`config.mk`:
```
export PLATFORM = sky130hd
export DESIGN_NAME = utf8_aware_line_wrapper
export DESIGN_NICKNAME = d
export VERILOG_FILES = /design/src/ulw_pkg.sv /design/src/utf8_aware_line_wrapper.sv /design/src/ulw_step.sv
export SDC_FILE = /design/constraint.sdc
export NUM_CORES = 1
export LEC_CHECK = 0
export ABC_CLOCK_PERIOD_IN_PS = 3700
export BUFFER_PORTS_ARGS = -buffer_cell sky130_fd_sc_hd__buf_2
export CORE_UTILIZATION = 53
export CTS_CLUSTER_SIZE = 25
export DETAILED_ROUTE_END_ITERATION = 16
export PLACE_DENSITY_LB_ADDON = 0.3
export SYNTH_ARGS = -nofsm -noshare
export SYNTH_HDL_FRONTEND = slang
export SYNTH_SLANG_ARGS = --single-unit
```
`constraint.sdc`:
```
create_clock -name clk_i -period 3.7 [get_ports clk_i]
set_input_delay 0.74 -clock clk_i [delete_from_list [all_inputs] [get_ports clk_i]]
set_output_delay 0.74 -clock clk_i [all_outputs]
set_load 0.05 [all_outputs]
```
`src/ulw_pkg.sv`:
```
// Shared types and constants for the UTF-8 aware line wrapper.
package ulw_pkg;

  localparam logic [7:0] NEWLINE_BYTE = 8'h0A;
  localparam logic [7:0] CONT_LOW     = 8'h80;
  localparam logic [7:0] CONT_HIGH    = 8'hBF;
  localparam logic [7:0] LEAD3_LOW    = 8'hE0;
  localparam logic [7:0] LEAD3_HIGH   = 8'hEF;

  localparam int unsigned MAX_COL_W  = 10;
  localparam int unsigned COL_CNT_W  = 11;
  localparam int unsigned BUNDLE_LEN = 4;

  typedef enum logic [1:0] {
    PH_IDLE   = 2'd0,
    PH_LEAD   = 2'd1,
    PH_SECOND = 2'd2,
    PH_UNUSED = 2'd3
  } phase_e;

  typedef struct packed {
    logic [7:0] in_byte;
    logic       text_end;
  } in_t;

  typedef struct packed {
    logic [7:0] out_byte;
    logic       run_last;
  } out_t;

  typedef struct packed {
    phase_e                 phase;
    logic [7:0]             lead_byte;
    logic [7:0]             second_byte;
    logic [COL_CNT_W-1:0]   col_cnt;
  } wrap_state_t;

  // Result bytes caused by one input byte, in output order.
  typedef struct packed {
    logic [BUNDLE_LEN-1:0][7:0] bytes;
    logic [2:0]                 cnt;
  } bundle_t;

  function automatic logic is_cont(input logic [7:0] b);
    return b inside {[CONT_LOW:CONT_HIGH]};
  endfunction

endpackage

```
`src/utf8_aware_line_wrapper.sv`:
```
// Top level of the UTF-8 aware line wrapper: wrap state, result bundle and output register.
// An accepted byte's results are registered in the bundle register; its result bytes then move
// one at a time into the output register, from which each one transfers out.
// Throughput: one input byte per cycle while the output is not stalled and each byte yields at
// most one result byte; a byte with more holds the input side until its last result byte moves.
// Reset (rst_ni low, asynchronous) clears the wrap state and both buffers, max_columns is 20.
module utf8_aware_line_wrapper (
  input  logic                              clk_i,
  input  logic                              rst_ni,
  input  logic                              in_valid_i,
  output logic                              in_ready_o,
  input  ulw_pkg::in_t                      in_data_i,
  output logic                              out_valid_o,
  input  logic                              out_ready_i,
  output ulw_pkg::out_t                     out_data_o,
  input  logic                              cfg_we_i,
  input  logic [ulw_pkg::MAX_COL_W-1:0]     cfg_wdata_i
);
  import ulw_pkg::*;

  // Configuration register.
  logic [MAX_COL_W-1:0] max_columns_q;

  // Wrap state carried from one input byte to the next.
  wrap_state_t state_q, state_d;

  // Bundle register: all result bytes of the last accepted input byte.
  bundle_t bundle_d, bundle_q;
  logic    bnd_valid_q, bnd_valid_d;
  logic [1:0] idx_q, idx_d;

  // Output register, one result byte.
  out_t out_q, out_d;
  logic out_valid_q, out_valid_d;

  logic in_fire;
  logic move;
  logic last_move;

  // The step logic works directly on the incoming byte; its results are
  // registered in the bundle register at the input transfer.
  ulw_step u_step (
    .in_data_i     (in_data_i),
    .state_i       (state_q),
    .max_columns_i (max_columns_q),
    .state_o       (state_d),
    .bundle_o      (bundle_d)
  );

  // A byte moves from the bundle into the output register whenever the output
  // register is empty or its byte is being taken in this cycle.
  assign move      = bnd_valid_q && (!out_valid_q || out_ready_i);
  assign last_move = move && (({1'b0, idx_q} + 3'd1) == bundle_q.cnt);

  // The bundle register is free for a new input byte when it is empty or
  // when its final byte leaves in this cycle.
  assign in_ready_o = !bnd_valid_q || last_move;
  assign in_fire    = in_valid_i && in_ready_o;

  always_comb begin
    bnd_valid_d = bnd_valid_q;
    idx_d       = idx_q;
    if (in_fire) begin
      // An input byte that causes no result leaves the bundle register empty.
      bnd_valid_d = (bundle_d.cnt != 3'd0);
      idx_d       = 2'd0;
    end else if (last_move) begin
      bnd_valid_d = 1'b0;
    end else if (move) begin
      idx_d = idx_q + 2'd1;
    end
  end

  always_comb begin
    out_valid_d = out_valid_q;
    out_d       = out_q;
    if (move) begin
      out_valid_d       = 1'b1;
      out_d.out_byte    = bundle_q.bytes[idx_q];
      out_d.run_last    = last_move;
    end else if (out_ready_i) begin
      out_valid_d = 1'b0;
    end
  end

  always_ff @(posedge clk_i or negedge rst_ni) begin
    if (!rst_ni) begin
      max_columns_q <= MAX_COL_W'(20);
      state_q       <= '{phase: PH_IDLE, lead_byte: '0, second_byte: '0, col_cnt: '0};
      bnd_valid_q   <= 1'b0;
      idx_q         <= 2'd0;
      out_valid_q   <= 1'b0;
    end else begin
      if (cfg_we_i) begin
        max_columns_q <= cfg_wdata_i;
      end
      if (in_fire) begin
        state_q <= state_d;
      end
      bnd_valid_q <= bnd_valid_d;
      idx_q       <= idx_d;
      out_valid_q <= out_valid_d;
    end
  end

  // Payload registers need no reset.
  always_ff @(posedge clk_i) begin
    if (in_fire) begin
      bundle_q <= bundle_d;
    end
    out_q <= out_d;
  end

  assign out_valid_o = out_valid_q;
  assign out_data_o  = out_q;

endmodule

```
`src/ulw_step.sv`:
```
// Next-state and result-bundle logic for one input byte of the line wrapper.
module ulw_step (
  input  ulw_pkg::in_t                       in_data_i,
  input  ulw_pkg::wrap_state_t               state_i,
  input  logic [ulw_pkg::MAX_COL_W-1:0]      max_columns_i,
  output ulw_pkg::wrap_state_t               state_o,
  output ulw_pkg::bundle_t                   bundle_o
);
  import ulw_pkg::*;

  logic [7:0]           b;
  logic [1:0]           cols;
  logic [COL_CNT_W-1:0] col_sum;
  logic                 wrap;

  assign b = in_data_i.in_byte;

  always_comb begin
    state_o  = state_i;
    bundle_o = '0;
    cols     = 2'd0;

    case (state_i.phase)
      PH_LEAD: begin
        state_o.second_byte = b;
        state_o.phase       = PH_SECOND;
      end
      PH_SECOND: begin
        if (is_cont(state_i.second_byte) && is_cont(b)) begin
          bundle_o.bytes[0] = state_i.lead_byte;
          bundle_o.bytes[1] = state_i.second_byte;
          bundle_o.bytes[2] = b;
          bundle_o.cnt      = 3'd3;
          cols              = 2'd2;
        end
        state_o.phase = PH_IDLE;
      end
      default: begin
        // An unused phase code is treated as no sequence pending.
        state_o.phase = PH_IDLE;
        if (b < CONT_LOW) begin
          bundle_o.bytes[0] = b;
          bundle_o.cnt      = 3'd1;
          cols              = 2'd1;
        end else if (b inside {[LEAD3_LOW:LEAD3_HIGH]}) begin
          state_o.lead_byte = b;
          state_o.phase     = PH_LEAD;
        end
      end
    endcase

    col_sum = state_i.col_cnt + COL_CNT_W'(cols);
    wrap    = (cols != 2'd0) && (col_sum > COL_CNT_W'(max_columns_i));

    if (cols != 2'd0) begin
      state_o.col_cnt = wrap ? '0 : col_sum;
    end
    if (wrap) begin
      bundle_o.bytes[bundle_o.cnt[1:0]] = NEWLINE_BYTE;
      bundle_o.cnt                      = bundle_o.cnt + 3'd1;
    end

    if (in_data_i.text_end) begin
      state_o.phase   = PH_IDLE;
      state_o.col_cnt = '0;
    end
  end

endmodule

```
==> impl_metrics.ini <==
[drt]
drtIter0Drc = 135
wirelength_um = 7010
drc = 0
vias = 2477
drt_first_pass_iters = 4
wl_per_cell_um = 15.4
viasPerCell = 5.43
final_antenna_net_count = 0

[clock_network]
clk_pin_slew_ns = 0.09
clock_latency_ns = 0.36
htreeDepth = 3
cts-root-buf = clkbuf_8
ctsLongestPathBuffers = 2
cts_buffers = 9
cts_sinks = 80
cts_tree = built

[yosys]
synth_top_area_cell = edfxtp_1
ys_ff_latch = 80
yosys.area_share.simple_pct = 13.1
synthXorXnorAreaFrac_pct = 2.98
synth_most_common_cell = dfrtp_1
synth_area_leaders = edfxtp_1 (29%), dfrtp_1 (27%), ha_1 (5.0%)
synthTopCellsByCount = dfrtp_1 (41), edfxtp_1 (37), nand2_1 (29)
avgSynthCellArea_um2 = 12.5
synth_mux_area_share_pct = 7.48
synth_top_family_by_area = simple AND/OR/NAND/NOR gates
synth-edff-count = 37
synth_ff_type = dfrtp_1
ys_seq_area_share_pct = 57.9
yosysWarningCount = 0
synth_top_cell_area_share_pct = 29.4
synthAdderAreaFrac_pct = 5.49
async_flop_share_pct = 53.8
synth_area_um2 = 3780
synth_cell_types = 50
syn_inst = 303
synth_compound_area_share_pct = 9.79

[floorplan]
dieHeight_um = 86.5
core_region_area_um2 = 6830
initial_core_util_pct = 55.4
placementRows = 30
die_x_um = 86.5
die_area_um2 = 7480
ios = 35

[grt]
grt_max_degree = 44
grt_pass1_wl_um = 11700
grtUsageTotal_pct = 20.9
grt-ovfl-total = 0
grt_antenna_before_repair = 0
grt_pass1_vias = 2513

[timing]
setup_violations = 0
max_freq_ghz = 0.282
drv_slew = 0
tightest_slew_ns = 0.967
period_share_pct = 95.7
hold_ws_ns = 0.469
hold_viol = 0
relSlewSlack_pct = 35.6
finClkSkew_ns = 0.00760
rsz0062_at_grt = false
finalCriticalPeriod_ns = 3.54

[power]
cellPowerDensity_nw_per_um2 = 631
power_leakage_nw = 1.97
ir_worst_vdd_v = 0.000294
p_total_mw = 2.78

[worst_setup_path]
worstRegToRegCells = 15
start_kind = flip-flop
reg2reg_slack_ns = 0.16
r2r_end = bundle_q[1]
critPathKind = flip-flop to flip-flop
reg2reg_from = state_q[27]
worstSetupEndpointType = flip-flop
arrival_ns = 3.65
cp.required_ns = 3.81
path_max_fanout = 6

[cells_and_area]
post-route-util_pct = 64.5
antennaDiodeCount = 0
drive_gt1_share_pct = 27.5
area_growth_syn_to_layout_pct = 16.4
fin_nets = 395

[place]
port_buffers = 34
post-dp-hpwl_um = 4940
globalplace.congestion = 0.838

[worst_hold_path]
hold_depth = 1
hold_end = state_q[26]
hp-class = flip-flop to flip-flop
hp-start = state_q[26]

[job]
max_cap_violations = 0

[run_status]
status = complete, no violations
-- area by class of cell --
| cell class | count | area [um2] |
|---|---|---|
| clock inverters | 7 | 55.1 |
| well taps | 96 | 120 |
| inverters | 20 | 75.1 |
| repair buffers | 50 | 290 |
| clock buffers | 9 | 124 |
| flip-flops and latches | 80 | 2190 |
| multi-input cells | 194 | 1550 |
| fillers | 552 | 2430 |
-- sequential cells by signal, indices dropped and copies added, names as in the netlist --
signal and count:
idx_q 2, out_valid_o 1, max_columns_q 10, out_data_o 9
state_q 29, bnd_valid_q 1, bundle_q 28
-- metrics by stage --
step / setup WS (ns) / TNS, ns / area [um2] / cells
floorplan: -0.0724 / -0.0724 / 3850 / 304
global placement: -0.0423 / -0.0423 / 4210 / 440
detailed placement: -0.149 / -0.781 / 4210 / 440
CTS: 0.117 / 0 / 4390 / 456
global route: 0.0317 / 0 / 4400 / 456
finish: 0.159 / 0 / 4400 / 456
-- placed cells by master, fill, tap and decap left out, types with 2 or more instances in the layout --
master / count
a21oi_1: 3
nor2b_1: 3
inv_6: 2
a31oi_1: 3
edfxtp_1: 37
mux4_2: 2
mux2i_1: 8
conb_1: 2
o21ai_0: 20
nor2_1: 8
and2_1: 7
inv_1: 19
and3_1: 10
nand3b_1: 2
ha_4: 3
buf_2: 34
dfrtp_1: 41
xor2_1: 4
nand3_1: 4
clkinv_2: 2
clkbuf_8: 9
a22o_1: 15
nand4_1: 6
mux2_2: 11
mux2_1: 2
nor3_1: 2
ha_1: 12
buf_4: 16
and3_4: 2
nand2_1: 28
nand2b_1: 4
xnor2_1: 7
dfstp_2: 2
-- worst max-delay path by stage --
stage	cells after the start	start	endpoint	slack [ns]
floorplan	14	in_data_i[7]	bundle_q[1]	-0.07
global placement	14	in_data_i[8]	bundle_q[1]	-0.04
detailed placement	14	in_data_i[8]	bundle_q[1]	-0.15
CTS	15	state_q[27]	bundle_q[1]	0.12
global route	15	state_q[27]	bundle_q[1]	0.03
finish	15	state_q[27]	bundle_q[1]	0.16
-- what timing repair did --
item | 4_1_cts | 5_1_grt
hold buffers | 0 | 0
setup endpoints to repair | 0 | 2
gates resized for setup | 0 | 2
buffers inserted | 0 | 0
-- layer usage --
metal	routed length, um	vias up	track usage [%]
met3	253	12	4.48
li1	-	1196	-
met2	3490	52	34.4
met4	106	0	10.9
met1	3160	1217	26.3
met5	0	-	0
-- worst max-delay path: stages (launching register included) --
cell and delay (ns):
dfrtp_1 0.36, inv_1 0.08, ha_4 0.27, inv_1 0.05, and3_4 0.19, buf_4 0.14, fa_1 0.40, and4_1 0.19
nand2_1 0.09, xnor2_1 0.09, ha_1 0.34, nand4_1 0.14, or3_4 0.42, o311ai_4 0.08, nand2_2 0.14, mux2_4 0.31
-- kinds of logic after synthesis --
family / Yosys count
mux: 24
xor+xnor: 12
other cells: 1
compound gates: 52
flops: 80
buf+inv: 30
fa+ha+maj: 16
simple gates: 88
-- report_power, final --
part / switching, mW / internal, mW
Combinational: 0.558 / 0.303
Clock: 0.346 / 0.252
Sequential: 0.129 / 1.19
Power figures use the tool's default switching activity.
